### src/hw/rtl/isotp_receive_reassembler_core_macros.svh
// Assertion helpers for the block that checks itself.
`ifndef ISOTP_RECEIVE_REASSEMBLER_CORE_MACROS_SVH
`define ISOTP_RECEIVE_REASSEMBLER_CORE_MACROS_SVH

// Same-cycle implication, idle during reset.
`define ISOTP_ASSERT(label, clk, rst_n, ante, cons) \
    label: assert property (@(posedge clk) disable iff (!rst_n) (ante) |-> (cons)) \
        else $error("isotp assertion failed");

// Next-cycle implication, idle during reset.
`define ISOTP_ASSERT_NEXT(label, clk, rst_n, ante, cons) \
    label: assert property (@(posedge clk) disable iff (!rst_n) (ante) |=> (cons)) \
        else $error("isotp assertion failed");

`endif

### src/hw/rtl/isotp_pkg.sv
package isotp_pkg;

    // command queue between the frame classifier and the result sequencer
    localparam int unsigned QDEPTH = 4;
    localparam int unsigned QAW    = $clog2(QDEPTH);
    localparam int unsigned QCW    = $clog2(QDEPTH + 1);

    typedef enum logic [1:0] {
        KIND_SEGMENT = 2'd0,
        KIND_FLOW    = 2'd1,
        KIND_ABORT   = 2'd2
    } t_kind;

    localparam logic [3:0] PCI_SINGLE = 4'h0;
    localparam logic [3:0] PCI_FIRST  = 4'h1;
    localparam logic [3:0] PCI_CONSEC = 4'h2;

    localparam logic [3:0] MAX_FRAME_LEN = 4'd8;
    localparam logic [3:0] SF_MAX_BYTES  = 4'd7;
    localparam logic [3:0] FF_MAX_BYTES  = 4'd6;

    // flow control: continue to send, block size 0, separation time 0
    localparam logic [7:0] FC_CTS      = 8'h30;
    localparam logic [7:0] FC_BS       = 8'h00;
    localparam logic [7:0] FC_ST       = 8'h00;
    localparam logic [2:0] FC_COUNT    = 3'd3;

    typedef struct packed {
        logic            abort;
        logic [11:0]     abort_len;
        logic            seg;
        logic [6:0][7:0] seg_bytes;
        logic [2:0]      seg_count;
        logic [11:0]     seg_len;
        logic            seg_end;
        logic            flow;
    } t_cmd;

    typedef struct packed {
        logic full;
        logic empty;
    } t_qstat;

    typedef struct packed {
        t_kind           kind;
        logic [6:0][7:0] bytes;
        logic [2:0]      count;
        logic [11:0]     msg_len;
        logic            msg_end;
        logic            last;
    } t_result;

endpackage

### src/hw/rtl/isotp_frame_if.sv
interface isotp_frame_if;
    logic       valid;
    logic       ready;
    logic [7:0] frame_byte0;
    logic [7:0] frame_byte1;
    logic [7:0] frame_byte2;
    logic [7:0] frame_byte3;
    logic [7:0] frame_byte4;
    logic [7:0] frame_byte5;
    logic [7:0] frame_byte6;
    logic [7:0] frame_byte7;
    logic [3:0] frame_length;

    modport source (
        output valid, frame_byte0, frame_byte1, frame_byte2, frame_byte3,
               frame_byte4, frame_byte5, frame_byte6, frame_byte7, frame_length,
        input  ready
    );
    modport sink (
        input  valid, frame_byte0, frame_byte1, frame_byte2, frame_byte3,
               frame_byte4, frame_byte5, frame_byte6, frame_byte7, frame_length,
        output ready
    );
endinterface

### src/hw/rtl/isotp_result_if.sv
interface isotp_result_if;
    logic        valid;
    logic        ready;
    logic [1:0]  result_kind;
    logic [7:0]  out_byte0;
    logic [7:0]  out_byte1;
    logic [7:0]  out_byte2;
    logic [7:0]  out_byte3;
    logic [7:0]  out_byte4;
    logic [7:0]  out_byte5;
    logic [7:0]  out_byte6;
    logic [2:0]  byte_count;
    logic [11:0] message_length;
    logic        message_end;
    logic        last;

    modport source (
        output valid, result_kind, out_byte0, out_byte1, out_byte2, out_byte3,
               out_byte4, out_byte5, out_byte6, byte_count, message_length,
               message_end, last,
        input  ready
    );
    modport sink (
        input  valid, result_kind, out_byte0, out_byte1, out_byte2, out_byte3,
               out_byte4, out_byte5, out_byte6, byte_count, message_length,
               message_end, last,
        output ready
    );
endinterface

### src/hw/rtl/isotp_receive_reassembler_core.sv
// An accepted frame beat reaches the result port through the command queue and the result register.
// Frame beats enter a 4-entry command queue one per cycle while it is not full; results
//   leave one per cycle while the result port is ready; a frame yields k results (k = 0..3).
// The result sequencer sets the sustained rate; the queue absorbs bursts of frames.
// Reset: synchronous, active low; clears reception state (idle, sequence 1), queue and
//   the result valid flag. No clearing pass is needed.
`include "isotp_receive_reassembler_core_macros.svh"

module isotp_receive_reassembler_core
    import isotp_pkg::*;
(
    input  logic            i_clk,
    input  logic            i_rst_n,
    isotp_frame_if.sink     i_frame,
    isotp_result_if.source  o_result
);

    // Front: classify each frame beat by its PCI nibble, update the reception
    // state and turn the frame into one command (abort / segment / flow flags).
    t_cmd           f_cmd;
    logic           f_push;

    // Queue: decouple frame intake from result delivery.
    t_cmd           q_head;
    t_qstat         q_stat;
    logic [QCW-1:0] q_count;

    // Back: expand the head command into its result beats, one per cycle while the port is ready.
    logic           q_pop;

    // a flow-control beat is on the result port
    logic           res_is_flow;

    isotp_front u_front (
        .i_clk   (i_clk),
        .i_rst_n (i_rst_n),
        .i_frame (i_frame),
        .i_qstat (q_stat),
        .o_push  (f_push),
        .o_cmd   (f_cmd)
    );

    isotp_queue u_queue (
        .i_clk   (i_clk),
        .i_rst_n (i_rst_n),
        .i_push  (f_push),
        .i_cmd   (f_cmd),
        .i_pop   (q_pop),
        .o_head  (q_head),
        .o_qstat (q_stat),
        .o_count (q_count)
    );

    isotp_back u_back (
        .i_clk    (i_clk),
        .i_rst_n  (i_rst_n),
        .i_head   (q_head),
        .i_qstat  (q_stat),
        .o_pop    (q_pop),
        .o_result (o_result)
    );

    assign res_is_flow = o_result.valid && (o_result.result_kind == KIND_FLOW);

    // queue occupancy never exceeds its depth
    `ISOTP_ASSERT(a_q_bound, i_clk, i_rst_n, 1'b1, q_count <= QCW'(QDEPTH))
    // a full queue must stall the frame channel
    `ISOTP_ASSERT(a_full_stall, i_clk, i_rst_n, q_stat.full, !i_frame.ready)
    // flow control is always the final result of its frame
    `ISOTP_ASSERT(a_flow_last, i_clk, i_rst_n, res_is_flow, o_result.last)
    // retiring a command loads its last result into the result register
    `ISOTP_ASSERT_NEXT(a_pop_last, i_clk, i_rst_n, q_pop, o_result.valid && o_result.last)

endmodule

### src/hw/rtl/isotp_front.sv
module isotp_front
    import isotp_pkg::*;
(
    input  logic                i_clk,
    input  logic                i_rst_n,
    isotp_frame_if.sink         i_frame,
    input  t_qstat              i_qstat,
    output logic                o_push,
    output t_cmd                o_cmd
);

    logic        r_active;
    logic [11:0] r_exp;
    logic [11:0] r_rcv;
    logic [3:0]  r_seq;

    logic        n_active;
    logic [11:0] n_exp;
    logic [11:0] n_rcv;
    logic [3:0]  n_seq;

    logic [7:0]  b [8];
    logic [3:0]  len4;
    logic [3:0]  pci;
    logic [3:0]  lo;
    logic [11:0] plen;
    logic [3:0]  n_ff;
    logic [3:0]  n_cf;
    logic [11:0] rem;
    logic [11:0] sum;
    logic        accept;
    t_cmd        cmd;

    assign b[0] = i_frame.frame_byte0;
    assign b[1] = i_frame.frame_byte1;
    assign b[2] = i_frame.frame_byte2;
    assign b[3] = i_frame.frame_byte3;
    assign b[4] = i_frame.frame_byte4;
    assign b[5] = i_frame.frame_byte5;
    assign b[6] = i_frame.frame_byte6;
    assign b[7] = i_frame.frame_byte7;

    assign len4 = (i_frame.frame_length > MAX_FRAME_LEN) ? MAX_FRAME_LEN
                                                         : i_frame.frame_length;
    assign pci  = b[0][7:4];
    assign lo   = b[0][3:0];
    assign plen = {lo, b[1]};
    assign rem  = (r_exp >= r_rcv) ? (r_exp - r_rcv) : 12'd0;

    always_comb begin
        cmd           = '0;
        cmd.abort_len = r_exp;
        n_active      = r_active;
        n_exp         = r_exp;
        n_rcv         = r_rcv;
        n_seq         = r_seq;
        n_ff          = 4'd0;
        n_cf          = 4'd0;
        sum           = r_rcv;
        if (len4 != 4'd0) begin
            case (pci)
                PCI_SINGLE: begin
                    if (lo <= SF_MAX_BYTES && ({1'b0, lo} + 5'd1) <= {1'b0, len4}) begin
                        cmd.abort    = r_active;
                        n_active     = 1'b0;
                        cmd.seg      = 1'b1;
                        cmd.seg_count = lo[2:0];
                        for (int i = 0; i < 7; i++) begin
                            cmd.seg_bytes[i] = (3'(i) < lo[2:0]) ? b[i+1] : 8'd0;
                        end
                        cmd.seg_len  = {8'd0, lo};
                        cmd.seg_end  = 1'b1;
                    end
                end
                PCI_FIRST: begin
                    if (len4 >= 4'd2) begin
                        cmd.abort = r_active;
                        n_active  = 1'b0;
                        if (plen != 12'd0) begin
                            n_ff = len4 - 4'd2;
                            if ({8'd0, n_ff} > plen) begin
                                n_ff = plen[3:0];
                            end
                            if (n_ff > FF_MAX_BYTES) begin
                                n_ff = FF_MAX_BYTES;
                            end
                            n_exp         = plen;
                            n_rcv         = {8'd0, n_ff};
                            n_seq         = 4'd1;
                            n_active      = ({8'd0, n_ff} < plen);
                            cmd.seg       = 1'b1;
                            cmd.seg_count = n_ff[2:0];
                            for (int i = 0; i < 6; i++) begin
                                cmd.seg_bytes[i] = (3'(i) < n_ff[2:0]) ? b[i+2] : 8'd0;
                            end
                            cmd.seg_len   = plen;
                            cmd.seg_end   = !({8'd0, n_ff} < plen);
                            cmd.flow      = 1'b1;
                        end
                    end
                end
                PCI_CONSEC: begin
                    if (len4 >= 4'd2) begin
                        if (!r_active || lo != r_seq) begin
                            // out of order or unsolicited: drop the reception
                            cmd.abort = r_active;
                            n_active  = 1'b0;
                        end else begin
                            n_cf = len4 - 4'd1;
                            if ({8'd0, n_cf} > rem) begin
                                n_cf = rem[3:0];
                            end
                            sum           = r_rcv + {8'd0, n_cf};
                            n_rcv         = sum;
                            n_seq         = r_seq + 4'd1;
                            n_active      = !(sum >= r_exp);
                            cmd.seg       = 1'b1;
                            cmd.seg_count = n_cf[2:0];
                            for (int i = 0; i < 7; i++) begin
                                cmd.seg_bytes[i] = (3'(i) < n_cf[2:0]) ? b[i+1] : 8'd0;
                            end
                            cmd.seg_len   = r_exp;
                            cmd.seg_end   = (sum >= r_exp);
                        end
                    end
                end
                default: begin
                end
            endcase
        end
    end

    assign i_frame.ready = !i_qstat.full;
    assign accept        = i_frame.valid && !i_qstat.full;
    assign o_push        = accept && (cmd.abort || cmd.seg || cmd.flow);
    assign o_cmd         = cmd;

    always_ff @(posedge i_clk) begin
        if (!i_rst_n) begin
            r_active <= 1'b0;
            r_exp    <= 12'd0;
            r_rcv    <= 12'd0;
            r_seq    <= 4'd1;
        end else if (accept) begin
            r_active <= n_active;
            r_exp    <= n_exp;
            r_rcv    <= n_rcv;
            r_seq    <= n_seq;
        end
    end

endmodule

### src/hw/rtl/isotp_queue.sv
module isotp_queue
    import isotp_pkg::*;
(
    input  logic           i_clk,
    input  logic           i_rst_n,
    input  logic           i_push,
    input  t_cmd           i_cmd,
    input  logic           i_pop,
    output t_cmd           o_head,
    output t_qstat         o_qstat,
    output logic [QCW-1:0] o_count
);

    t_cmd           r_mem [QDEPTH];
    logic [QAW-1:0] r_wr_ptr;
    logic [QAW-1:0] r_rd_ptr;
    logic [QCW-1:0] r_count;

    logic do_push;
    logic do_pop;

    assign o_qstat.full  = (r_count == QCW'(QDEPTH));
    assign o_qstat.empty = (r_count == '0);
    assign o_count       = r_count;
    assign o_head        = r_mem[r_rd_ptr];

    assign do_push = i_push && !o_qstat.full;
    assign do_pop  = i_pop && !o_qstat.empty;

    always_ff @(posedge i_clk) begin
        if (do_push) begin
            r_mem[r_wr_ptr] <= i_cmd;
        end
    end

    always_ff @(posedge i_clk) begin
        if (!i_rst_n) begin
            r_wr_ptr <= '0;
            r_rd_ptr <= '0;
            r_count  <= '0;
        end else begin
            if (do_push) begin
                r_wr_ptr <= r_wr_ptr + 1'b1;
            end
            if (do_pop) begin
                r_rd_ptr <= r_rd_ptr + 1'b1;
            end
            case ({do_push, do_pop})
                2'b10:   r_count <= r_count + 1'b1;
                2'b01:   r_count <= r_count - 1'b1;
                default: r_count <= r_count;
            endcase
        end
    end

endmodule

### src/hw/rtl/isotp_back.sv
module isotp_back
    import isotp_pkg::*;
(
    input  logic            i_clk,
    input  logic            i_rst_n,
    input  t_cmd            i_head,
    input  t_qstat          i_qstat,
    output logic            o_pop,
    isotp_result_if.source  o_result
);

    // done flags of the head command: [0] abort, [1] segment, [2] flow
    logic [2:0] r_done;
    logic       r_valid;
    t_result    r_res;

    logic       pend_a;
    logic       pend_s;
    logic       pend_f;
    logic       advance;
    logic       more;
    logic [2:0] sel_mask;
    t_result    n_res;

    assign pend_a  = i_head.abort && !r_done[0];
    assign pend_s  = i_head.seg   && !r_done[1];
    assign pend_f  = i_head.flow  && !r_done[2];
    assign advance = !i_qstat.empty && (!r_valid || o_result.ready);

    always_comb begin
        n_res = '0;
        if (pend_a) begin
            n_res.kind    = KIND_ABORT;
            n_res.msg_len = i_head.abort_len;
            sel_mask      = 3'b001;
            more          = pend_s || pend_f;
        end else if (pend_s) begin
            n_res.kind    = KIND_SEGMENT;
            n_res.bytes   = i_head.seg_bytes;
            n_res.count   = i_head.seg_count;
            n_res.msg_len = i_head.seg_len;
            n_res.msg_end = i_head.seg_end;
            sel_mask      = 3'b010;
            more          = pend_f;
        end else begin
            n_res.kind     = KIND_FLOW;
            n_res.bytes[0] = FC_CTS;
            n_res.bytes[1] = FC_BS;
            n_res.bytes[2] = FC_ST;
            n_res.count    = FC_COUNT;
            n_res.msg_len  = i_head.seg_len;
            sel_mask       = 3'b100;
            more           = 1'b0;
        end
        n_res.last = !more;
    end

    assign o_pop = advance && !more;

    always_ff @(posedge i_clk) begin
        if (advance) begin
            r_res <= n_res;
        end
    end

    always_ff @(posedge i_clk) begin
        if (!i_rst_n) begin
            r_valid <= 1'b0;
            r_done  <= 3'b000;
        end else begin
            if (advance) begin
                r_valid <= 1'b1;
                r_done  <= more ? (r_done | sel_mask) : 3'b000;
            end else if (o_result.ready) begin
                r_valid <= 1'b0;
            end
        end
    end

    assign o_result.valid          = r_valid;
    assign o_result.result_kind    = r_res.kind;
    assign o_result.out_byte0      = r_res.bytes[0];
    assign o_result.out_byte1      = r_res.bytes[1];
    assign o_result.out_byte2      = r_res.bytes[2];
    assign o_result.out_byte3      = r_res.bytes[3];
    assign o_result.out_byte4      = r_res.bytes[4];
    assign o_result.out_byte5      = r_res.bytes[5];
    assign o_result.out_byte6      = r_res.bytes[6];
    assign o_result.byte_count     = r_res.count;
    assign o_result.message_length = r_res.msg_len;
    assign o_result.message_end    = r_res.msg_end;
    assign o_result.last           = r_res.last;

endmodule
### src/flat_wrapper.sv
// flat-port wrapper written by rule: the top's interface ports become plain ports
module isotp_receive_reassembler_core_flat import isotp_pkg::*;
  (i_clk, i_rst_n, i_frame_valid, i_frame_frame_byte0, i_frame_frame_byte1, i_frame_frame_byte2, i_frame_frame_byte3, i_frame_frame_byte4, i_frame_frame_byte5, i_frame_frame_byte6, i_frame_frame_byte7, i_frame_frame_length, i_frame_ready, o_result_valid, o_result_result_kind, o_result_out_byte0, o_result_out_byte1, o_result_out_byte2, o_result_out_byte3, o_result_out_byte4, o_result_out_byte5, o_result_out_byte6, o_result_byte_count, o_result_message_length, o_result_message_end, o_result_last, o_result_ready);
  isotp_frame_if i_frame_i ();
  isotp_result_if o_result_i ();
  input  logic i_clk;
  input  logic i_rst_n;
  input wire logic [$bits(i_frame_i.valid)-1:0] i_frame_valid;
  input wire logic [$bits(i_frame_i.frame_byte0)-1:0] i_frame_frame_byte0;
  input wire logic [$bits(i_frame_i.frame_byte1)-1:0] i_frame_frame_byte1;
  input wire logic [$bits(i_frame_i.frame_byte2)-1:0] i_frame_frame_byte2;
  input wire logic [$bits(i_frame_i.frame_byte3)-1:0] i_frame_frame_byte3;
  input wire logic [$bits(i_frame_i.frame_byte4)-1:0] i_frame_frame_byte4;
  input wire logic [$bits(i_frame_i.frame_byte5)-1:0] i_frame_frame_byte5;
  input wire logic [$bits(i_frame_i.frame_byte6)-1:0] i_frame_frame_byte6;
  input wire logic [$bits(i_frame_i.frame_byte7)-1:0] i_frame_frame_byte7;
  input wire logic [$bits(i_frame_i.frame_length)-1:0] i_frame_frame_length;
  output wire logic [$bits(i_frame_i.ready)-1:0] i_frame_ready;
  output wire logic [$bits(o_result_i.valid)-1:0] o_result_valid;
  output wire logic [$bits(o_result_i.result_kind)-1:0] o_result_result_kind;
  output wire logic [$bits(o_result_i.out_byte0)-1:0] o_result_out_byte0;
  output wire logic [$bits(o_result_i.out_byte1)-1:0] o_result_out_byte1;
  output wire logic [$bits(o_result_i.out_byte2)-1:0] o_result_out_byte2;
  output wire logic [$bits(o_result_i.out_byte3)-1:0] o_result_out_byte3;
  output wire logic [$bits(o_result_i.out_byte4)-1:0] o_result_out_byte4;
  output wire logic [$bits(o_result_i.out_byte5)-1:0] o_result_out_byte5;
  output wire logic [$bits(o_result_i.out_byte6)-1:0] o_result_out_byte6;
  output wire logic [$bits(o_result_i.byte_count)-1:0] o_result_byte_count;
  output wire logic [$bits(o_result_i.message_length)-1:0] o_result_message_length;
  output wire logic [$bits(o_result_i.message_end)-1:0] o_result_message_end;
  output wire logic [$bits(o_result_i.last)-1:0] o_result_last;
  input wire logic [$bits(o_result_i.ready)-1:0] o_result_ready;
  assign i_frame_i.valid = i_frame_valid;
  assign i_frame_i.frame_byte0 = i_frame_frame_byte0;
  assign i_frame_i.frame_byte1 = i_frame_frame_byte1;
  assign i_frame_i.frame_byte2 = i_frame_frame_byte2;
  assign i_frame_i.frame_byte3 = i_frame_frame_byte3;
  assign i_frame_i.frame_byte4 = i_frame_frame_byte4;
  assign i_frame_i.frame_byte5 = i_frame_frame_byte5;
  assign i_frame_i.frame_byte6 = i_frame_frame_byte6;
  assign i_frame_i.frame_byte7 = i_frame_frame_byte7;
  assign i_frame_i.frame_length = i_frame_frame_length;
  assign i_frame_ready = i_frame_i.ready;
  assign o_result_valid = o_result_i.valid;
  assign o_result_result_kind = o_result_i.result_kind;
  assign o_result_out_byte0 = o_result_i.out_byte0;
  assign o_result_out_byte1 = o_result_i.out_byte1;
  assign o_result_out_byte2 = o_result_i.out_byte2;
  assign o_result_out_byte3 = o_result_i.out_byte3;
  assign o_result_out_byte4 = o_result_i.out_byte4;
  assign o_result_out_byte5 = o_result_i.out_byte5;
  assign o_result_out_byte6 = o_result_i.out_byte6;
  assign o_result_byte_count = o_result_i.byte_count;
  assign o_result_message_length = o_result_i.message_length;
  assign o_result_message_end = o_result_i.message_end;
  assign o_result_last = o_result_i.last;
  assign o_result_i.ready = o_result_ready;
  isotp_receive_reassembler_core u_core (.i_clk(i_clk), .i_rst_n(i_rst_n), .i_frame(i_frame_i), .o_result(o_result_i));
endmodule
### config.mk
export PLATFORM = sky130hd
export DESIGN_NAME = isotp_receive_reassembler_core_flat
export DESIGN_NICKNAME = d
export VERILOG_FILES = /design/src/hw/rtl/isotp_pkg.sv /design/src/hw/rtl/isotp_frame_if.sv /design/src/hw/rtl/isotp_result_if.sv /design/src/hw/rtl/isotp_receive_reassembler_core.sv /design/src/hw/rtl/isotp_front.sv /design/src/hw/rtl/isotp_queue.sv /design/src/hw/rtl/isotp_back.sv /design/src/flat_wrapper.sv
export VERILOG_INCLUDE_DIRS = /design/src /design/src/hw/rtl
export SDC_FILE = /design/constraint.sdc
export NUM_CORES = 1
export LEC_CHECK = 0
export BUFFER_PORTS_ARGS = -buffer_cell sky130_fd_sc_hd__clkbuf_2
export CAP_MARGIN = 20
export CORE_MARGIN = 2
export CORE_UTILIZATION = 40
export CTS_CLUSTER_SIZE = 12
export DETAILED_ROUTE_END_ITERATION = 10
export MAX_ROUTING_LAYER = met4
export SLEW_MARGIN = 5
export SYNTH_ARGS = -nofsm -noshare
export SYNTH_HDL_FRONTEND = slang
export SYNTH_SLANG_ARGS = --single-unit
### constraint.sdc
create_clock -name i_clk -period 6.3 [get_ports i_clk]
set_input_delay 0.945 -clock i_clk [delete_from_list [all_inputs] [get_ports i_clk]]
set_output_delay 0.945 -clock i_clk [all_outputs]
set_load 0.02 [all_outputs]
==> impl_metrics.toml, run 1 <==
[floorplan]
die_w_um = 233
die_area_sq_mm = 0.0541
start_util = 0.406
fp-row-count = 83
core_area_sq_mm = 0.0515
die_h_um = 233
ioPinCount = 149

[routing]
drc_errors = 0
viasPerCell = 5.61
drtIter0Drc = 1363
routed_wirelength_um = 56000
drt_pass1_iterations = 5
routedWlPerCell_um = 23.5
ant_nets = 0
vias = 13400

[setup_path]
end_kind = "register"
reg2reg_slack_ns = 0.16
crit_path_frequent_cell = "ha_1"
cpPeakStageDelay_ns = 0.53
path_class = "reg2reg"
cp.required_ns = 6.61
slowest_stage = "or4_4"
path_max_fanout = 5
startpoint_type = "register"
worstPathArrival_ns = 6.45

[synthesis]
synth_area_per_cell_sq_um = 14.7
syn-instance-count = 1423
netlist_area_sq_mm = 0.0209
synth_nets = 1554
async_reset_ff_frac = 0
synth_seq_area_share = 0.648
ys_types = 71
synth.most_common_cell = "edfxtp_1"
yosysTopAreaCell = "edfxtp_1"
synth_warnings = 0
synthDominantCellAreaShare = 0.608
synth-main-ff-cell = "edfxtp_1"
synth_edf_count = 423
ys_seq_elements = 465
synthTopCellsByArea = "edfxtp_1 61%, mux4_2 9.4%, dfxtp_1 4.0%"
synthTopCellsByCount = "423 x edfxtp_1, 87 x mux4_2, 85 x nor2_1"

[sta]
worst_pin_slew_ns = 1.05
clock.fmax_mhz = 163
drv_slew = 0
max_slew_margin = 0.281
finalHoldViolCount = 0
period_needed_ns = 6.14
whs_ns = 0.457
setup_violations = 0
finalCritPeriodShare = 0.974
rsz0062_at_grt = "yes"
finalClockSkew_ns = 0.0190

[placed_design]
io_buffers = 148
gp_congestion = 0.948
dpl.hpwl_um = 38800

[power]
intPower_mw = 5.04
ir_drop_mv = 0.193
power_switching_mw = 1.40
pwr-share-seq = 0.517
pwr_density_cell_mw_per_mm2 = 259
swShare = 0.218
clkPwrFrac = 0.415
p_leak_nw = 8.43
combPwrFrac = 0.068

[status]
status = "completed"

[clocking]
root_buffer = "clkbuf_16"
tritoncts = "done"
cts.sinks = 465
numCtsBuffers = 48
cts_buffer_depth = 3
cts_hold_buf = 0
clk_pin_slew_worst_paths_ns = 0.06
htree_levels = 2
clock_latency_ns = 0.59

[layout]
utilization = 0.483
final_nets = 1810
drive_gt1_frac = 0.293
area_growth_pct = 19.1
filler_cell_count = 4503

[global_routing]
grt_start_max_net_pins = 78
track_usage = 0.214
globalRouteOverflowTotal = 0
grt_pass1_vias = 13300
antenna_found_initial = 1
grt_pass1_wl_um = 83200

[min_path]
hold_path_class = "reg2reg"

[job]
timing.max_cap.violations = 0
==> layout by cell type, fill, tap and decap left out, types with 40 or more instances in the layout <==
| master | synthesis | routed |
|---|---|---|
| nor2b_1 | 71 | 68 |
| o21ai_0 | 42 | 40 |
| clkbuf_16 | 0 | 48 |
| nand2_1 | 83 | 81 |
| ha_1 | 56 | 50 |
| clkbuf_2 | 0 | 148 |
| edfxtp_1 | 423 | 423 |
| nor2_1 | 85 | 83 |
| mux4_2 | 87 | 87 |
| inv_1 | 68 | 65 |
| buf_4 | 0 | 122 |
| a21oi_1 | 69 | 64 |
==> power by group through the flow <==
stage | clock (mW) | sequential (mW) | combinational (mW)
after global routing | 2.85 | 3.33 | 0.467
after global placement | 0 | 3.40 | 0.402
final | 2.68 | 3.33 | 0.435
after floorplan | 0 | 3.40 | 0.211
after CTS | 2.74 | 3.33 | 0.411
after detailed placement | 0 | 3.40 | 0.403
==> flip-flops by register name (all words and copies together) (netlist names), 2 cells and up, named ones only <==
signal	cells
u_core.u_queue.r_wr_ptr	2
u_core.u_back.o_result.out_byte1	8
u_core.u_back.o_result.message_length	12
u_core.u_back.o_result.out_byte6	8
u_core.u_queue.r_mem	348
u_core.u_back.o_result.out_byte0	8
u_core.u_back.o_result.out_byte3	8
u_core.u_back.o_result.byte_count	3
u_core.u_back.r_done	3
u_core.u_front.r_rcv	12
u_core.u_queue.o_count	3
u_core.u_front.r_seq	4
u_core.u_back.o_result.out_byte2	8
u_core.u_back.o_result.out_byte5	8
u_core.u_front.r_exp	12
u_core.u_back.o_result.out_byte4	8
u_core.u_back.o_result.result_kind	2
u_core.u_queue.r_rd_ptr	2
==> critical path: cells and delay by family, from the launching register on <==
kind	cells	cell delay, ns
AO/OA/AOI/OAI	13	2.31
adder cells (fa/ha/maj)	4	1.05
AND/OR/NAND/NOR	8	1.73
buffers and inverters	3	0.33
flip-flops	1	0.33
XOR/XNOR	1	0.10
==> metrics by stage <==
step                instances  power, mW  TNS (ns)  worst slack, ns  area (sq um)
finish                   2386       6.45         0            0.162         24900
global route             2386       6.65    -0.351          -0.0879         24900
CTS                      2383       6.48         0          0.00580         24700
detailed placement       2303       3.80    -0.987           -0.242         23200
global placement         2303       3.80    -0.478           -0.120         23200
floorplan                1423       3.61         0           0.0103         21000
==> layer usage <==
metal | up-vias | global-route usage | part of all wire
met3 | 96 | 0.0284 | 0.059
met2 | 486 | 0.336 | 0.47
met4 | 0 | 0.0641 | 0.028
li1 | 6013 | - | -
met1 | 6790 | 0.291 | 0.44
met5 | - | - | 0
==> path summary, 6_finish.rpt <==
| kind | from | endpoint | cells after the start |
|---|---|---|---|
| max | u_core.u_front.r_rcv[9] | u_core.u_queue.r_mem[0][1] | 29 |
| min | u_core.u_back.r_done[1] | u_core.u_back.r_done[1] | 2 |
| max reg2reg | u_core.u_front.r_rcv[9] | u_core.u_queue.r_mem[0][1] | 29 |
| min reg2reg | u_core.u_back.r_done[1] | u_core.u_back.r_done[1] | 2 |
==> layout make-up <==
type | count | area [sq um] | area share
Antenna cell | 1 | 2.50 | 0.000101
Clock buffer | 59 | 1250 | 0.0503
Clock inverter | 17 | 189 | 0.00759
Inverter | 68 | 255 | 0.0103
Multi-Input combinational cell | 824 | 7100 | 0.285
Sequential cell | 465 | 13600 | 0.544
Tap cell | 680 | 851 | 0.0342
Timing Repair Buffer | 272 | 1690 | 0.0678
==> cell families (layout without fill, tap and decap cells) <==
| family | count (synthesis) | in the layout | share of synthesized area |
|---|---|---|---|
| other | 1 | 2 | 0.000179 |
| buffers and inverters | 134 | 416 | 0.0246 |
| adders and majority gates | 60 | 60 | 0.0369 |
| DFF | 465 | 465 | 0.648 |
| and+or+nand+nor | 360 | 360 | 0.0869 |
| AOI/OAI and AO/OA | 263 | 263 | 0.0848 |
| xor gates and xnor gates | 27 | 27 | 0.0113 |
| muxes | 113 | 113 | 0.107 |
==> what timing repair did <==
| item | 4_1_cts | 5_1_grt |
|---|---|---|
| resized for setup | 8 | 33 |
| buffers inserted | 4 | 2 |
| endpoints found under the hold margin | 0 | 0 |
| setup endpoints to repair | 4 | 5 |
| gates cloned | 0 | 0 |
| pin swaps | 8 | 26 |
(Power assumes the default switching activity.)
==> run 2, diff against run 1 <==
Settings changed: CORE_UTILIZATION 40 to 55, PLACE_DENSITY from default to 0.77.
==> run 2 against run 1 <==
Compared with the run above: via count increased by 2.1%; sequential cell count did not move; fmax increased by 0.64%; clock skew is 0.0054 ns lower; cell area down 0.71%; non-clock buffer count down 22; first-iteration DRC count up 19%; setup slack better by 0.039 ns; critical path type unchanged; largest cell class unchanged.
==> impl_metrics.toml, run 2 (synthesized netlist as in run 1, its figures left out) <==
[status]
status = "completed"

[min_path]
hold_path_class = "reg2reg"

[clocking]
numCtsBuffers = 48
clk_pin_slew_worst_paths_ns = 0.06
cts.sinks = 465
tritoncts = "done"
clock_latency_ns = 0.56
cts_hold_buf = 0
root_buffer = "clkbuf_16"
htree_levels = 2
cts_buffer_depth = 3

[setup_path]
slowest_stage = "mux2_2"
startpoint_type = "register"
reg2reg_to = "u_core.u_queue.r_mem[1][1]"
worstSetupPathDepth = 29
end_kind = "register"
crit_family = "compound AO/OA/AOI/OAI gates"
path_class = "reg2reg"
path_max_fanout = 5
worstReg2RegStart = "u_core.u_front.r_rcv[3]"
startpoint = "u_core.u_front.r_rcv[3]"
cp.buffers_inverters = 4
cp.required_ns = 6.59
endpoint = "u_core.u_queue.r_mem[1][1]"
reg2reg_slack_ns = 0.20
worstPathArrival_ns = 6.39
rr_worst_depth = 29
cpPeakStageDelay_ns = 0.40

[routing]
met1_length_um = 21200
drtIter0Drc = 1628
routed_wirelength_um = 53800
routedWlPerCell_um = 24.5
drt_pass1_iterations = 8
wl_met2_um = 25600
dr_wl_met3_um = 5030
vias = 13700
drc_errors = 0
ant_nets = 0
viasPerCell = 6.22
top_layer_used = "met4"

[layout]
final_common_cell = "edfxtp_1"
layout_common_cells = "423 x edfxtp_1, 148 x clkbuf_2, 92 x buf_4"
multi_input_area_sq_mm = 0.00718
filler_cell_count = 2593
seq_area_sq_mm = 0.0136
drive_gt1_frac = 0.290
utilization = 0.658
largest_reg_flops = 348
final_nets = 1788
area_growth_pct = 18.3
largest_register = "u_core.u_queue.r_mem"

[job]
timing.max_cap.violations = 0

[floorplan]
ioPinCount = 149
die_h_um = 199
die_area_sq_mm = 0.0396
die_w_um = 199
fp-row-count = 71
start_util = 0.556
core_area_sq_mm = 0.0376

[global_routing]
grt_pass1_vias = 13300
track_usage = 0.284
grt_pass1_wl_um = 80400
antenna_found_initial = 1
globalRouteOverflowTotal = 0
grt_start_max_net_pins = 79

[sta]
max_slew_margin = 0.207
whs_ns = 0.463
rsz0062_at_grt = "yes"
setup_violations = 0
period_needed_ns = 6.10
drv_slew = 0
worst_pin_slew_ns = 1.16
finalClockSkew_ns = 0.0135
finalCritPeriodShare = 0.968
finalSetupTns_ns = 0
clock.fmax_mhz = 164
finalHoldViolCount = 0

[power]
pwr-share-seq = 0.520
combPwrFrac = 0.064
ir_drop_mv = 0.205
power_switching_mw = 1.35
pwr_density_cell_mw_per_mm2 = 260
p_leak_nw = 8.34
intPower_mw = 5.07
swShare = 0.210
clkPwrFrac = 0.417

[placed_design]
gp_congestion = 0.943
io_buffers = 148
dpl.hpwl_um = 36100
[run 2: cell count changes in the layout (fill, tap and decap cells not counted), sizes merged]
cell      change
buf          -22
clkbuf        +9
clkinv        -6
clkinvlp      +1
inv           -1
[run 2: layout make-up]
type / instances / share of cell area
inverter: 68 / 0.0103
clock buffer: 68 / 0.0533
antenna: 1 / 0.000101
multi-input combinational: 824 / 0.291
timing repair buffer: 250 / 0.0658
tap: 511 / 0.0259
clock inverter: 11 / 0.00527
sequential: 465 / 0.549
[run 2: worst min-delay path by stage]
stage / startpoint / end / slack [ns] / cells past startpoint
floorplan: u_core.u_back.r_done[1] / u_core.u_back.r_done[1] / 0.43 / 2
global placement: u_core.u_back.r_done[1] / u_core.u_back.r_done[1] / 0.44 / 2
detailed placement: u_core.u_back.r_done[1] / u_core.u_back.r_done[1] / 0.44 / 2
CTS: u_core.u_front.r_rcv[11] / u_core.u_front.r_rcv[11] / 0.46 / 2
global route: u_core.u_front.r_rcv[11] / u_core.u_front.r_rcv[11] / 0.47 / 2
finish: u_core.u_front.r_rcv[11] / u_core.u_front.r_rcv[11] / 0.46 / 2
[run 2: power groups by stage]
stage	logic (mW)	registers, mW	clock network [mW]
6_report	0.408	3.33	2.67
5_1_grt	0.436	3.33	2.83
4_1_cts	0.375	3.33	2.70
3_5_place_dp	0.370	3.40	0
3_3_place_gp	0.365	3.40	0
2_1_floorplan	0.211	3.40	0
[run 2: worst min-delay path: cells and delay by family, from the launching register on]
kind               cells  cell delay (ns)
DFF                    1             0.31
and+or+nand+nor        1             0.05
AOI/OAI and AO/OA      1             0.05
[run 2: timing repair]
action	in CTS	in global routing
pin swaps	4	25
cloned	0	0
setup endpoints to repair	4	5
gates resized for setup	3	47
buffers inserted	2	5
[run 2: per-layer routing]
metal | track usage | vias up
li1 | - | 5979
met4 | 0.104 | 0
met5 | - | -
met2 | 0.441 | 761
met1 | 0.384 | 6813
met3 | 0.0437 | 115
[run 2: metrics by stage]
stage                     area, sq um  setup WS (ns)  cells  power (mW)
final                           24700          0.201   2198        6.42
after global placement          22900        -0.0280   2108        3.76
after detailed placement        22900         -0.167   2108        3.77
after CTS                       24400        0.00431   2189        6.41
after floorplan                 21000         0.0103   1423        3.61
after global routing            24700        -0.0801   2197        6.60
==> run 3, diff against run 2 <==
Settings changed: BUFFER_PORTS_ARGS -buffer_cell sky130_fd_sc_hd__clkbuf_2 to default, CORE_UTILIZATION 55 to 57, DONT_BUFFER_PORTS from default to 1, PLACE_DENSITY 0.77 to 0.75.
==> run 3 against run 2 <==
Compared with the run above: sequential cell count did not move; count of clock-buffer cells in the layout rose by 4; critical path depth did not move; clock skew rose by 0.0042 ns; cell area fell by 3.5%; cell count fell by 8.4%; clock power fell by 3%; core utilization fell by 0.12 points; register-to-register slack got worse by 0.17 ns; first-iteration DRC count fell by 20%; non-clock buffer count fell by 145; routed wire length fell by 5.4%; largest cell class unchanged.
==> impl_metrics.toml, run 3 (synthesized netlist as in run 1, its figures left out) <==
[status]
status = "completed"

[floorplan]
die_h_um = 195
core_area_sq_mm = 0.0363
start_util = 0.575
die_area_sq_mm = 0.0382
die_w_um = 195
ioPinCount = 149
fp-row-count = 70

[setup_path]
cpPeakStageDelay_ns = 0.52
worstPathArrival_ns = 6.57
cp.required_ns = 6.59
startpoint_type = "register"
path_max_fanout = 7
reg2reg_slack_ns = 0.03
rr_worst_depth = 29
end_kind = "register"
path_class = "reg2reg"
slowest_stage = "or4_4"

[sta]
finalCritPeriodShare = 0.996
whs_ns = 0.461
finalHoldViolCount = 0
worst_pin_slew_ns = 1.10
max_slew_margin = 0.245
finalClockSkew_ns = 0.0177
setup_violations = 0
rsz0062_at_grt = "yes"
clock.fmax_mhz = 159
period_needed_ns = 6.27
drv_slew = 0

[routing]
routed_wirelength_um = 50900
drc_errors = 0
vias = 12900
drt_pass1_iterations = 10
ant_nets = 0
viasPerCell = 6.40
routedWlPerCell_um = 25.3
drtIter0Drc = 1295

[clocking]
root_buffer = "clkbuf_16"
clk_pin_slew_worst_paths_ns = 0.06
clock_latency_ns = 0.56
htree_levels = 2
numCtsBuffers = 47
cts.sinks = 465
cts_hold_buf = 0
cts_buffer_depth = 3
tritoncts = "done"

[power]
finalPower_mw = 6.26
clkPwrFrac = 0.412
pwr-share-seq = 0.533
power_switching_mw = 1.29
intPower_mw = 4.97
swShare = 0.206
combPwrFrac = 0.055
pwr_density_cell_mw_per_mm2 = 262
p_leak_nw = 7.73
ir_drop_mv = 0.198

[layout]
multi_input_area_sq_mm = 0.00718
utilization = 0.656
drive_gt1_frac = 0.218
largest_register = "u_core.u_queue.r_mem"
final_nets = 1642
area_growth_pct = 14.2
largest_reg_flops = 348
final_common_cell = "edfxtp_1"
seq_area_sq_mm = 0.0136
layout_common_cells = "423 x edfxtp_1, 96 x buf_4, 87 x mux4_2"
filler_cell_count = 2489

[min_path]
hold_path_class = "reg2reg"
whs_path_depth = 2

[global_routing]
globalRouteOverflowTotal = 0
antenna_found_initial = 3
track_usage = 0.275
grt_pass1_vias = 12600
grt_pass1_wl_um = 76100
grt_start_max_net_pins = 74

[job]
timing.max_cap.violations = 0

[placed_design]
dpl.hpwl_um = 34200
gp_congestion = 0.944
io_buffers = 0
==> run 3: area by class of cell <==
| class | count | share of cell area |
|---|---|---|
| diodes | 3 | 0.000315 |
| inverters | 68 | 0.0107 |
| flip-flops and latches | 465 | 0.568 |
| well taps | 468 | 0.0245 |
| repair buffers | 105 | 0.0366 |
| clock buffers | 72 | 0.0554 |
| clock inverters | 9 | 0.00367 |
| multi-input cells | 824 | 0.301 |
==> run 3: power groups by stage <==
stage,combinational [mW],clock (mW),sequential [mW]
finish,0.347,2.58,3.34
floorplan,0.211,0,3.40
detailed placement,0.317,0,3.40
global route,0.378,2.73,3.33
CTS,0.327,2.62,3.34
global placement,0.313,0,3.40
==> run 3: per-layer routing <==
metal | vias to the layer above | share of wire | GRT usage
met3 | 107 | 0.091 | 0.0570
met2 | 629 | 0.48 | 0.428
met1 | 6465 | 0.39 | 0.361
met4 | 0 | 0.037 | 0.106
li1 | 5692 | - | -
met5 | - | 0 | -
==> run 3: critical path: cells and delay by family (launching register included) <==
| family | cells | cell delay (ns) |
|---|---|---|
| AOI/OAI and AO/OA | 9 | 1.92 |
| DFF | 1 | 0.33 |
| and+or+nand+nor | 11 | 2.09 |
| adders and majority gates | 5 | 1.23 |
| xor gates and xnor gates | 1 | 0.18 |
| buffers and inverters | 3 | 0.26 |
==> run 3: what timing repair did <==
item                                    CTS  global route
gates resized for setup                  14            37
endpoints found under the setup margin    5             5
buffers inserted                          1             5
hold endpoints to repair                  0             0
pin swaps                                 5            24
cloned                                    0             0
==> run 3: path summary, 6_finish.rpt <==
kind	startpoint	to
max	u_core.u_front.r_exp[0]	u_core.u_queue.r_mem[2][1]
min	u_core.u_front.r_rcv[11]	u_core.u_front.r_rcv[11]
max reg2reg	u_core.u_front.r_exp[0]	u_core.u_queue.r_mem[2][1]
min reg2reg	u_core.u_front.r_rcv[11]	u_core.u_front.r_rcv[11]
==> run 3: through the flow <==
step / setup TNS (ns) / std cells / area, sq um / worst slack (ns)
after floorplan: 0 / 1423 / 21000 / 0.0103
after global placement: -0.423 / 1923 / 22100 / -0.106
after detailed placement: -0.771 / 1924 / 22100 / -0.183
after CTS: 0 / 2006 / 23600 / 0.00170
after global routing: -1.00 / 2014 / 23900 / -0.249
final: 0 / 2014 / 23900 / 0.0272
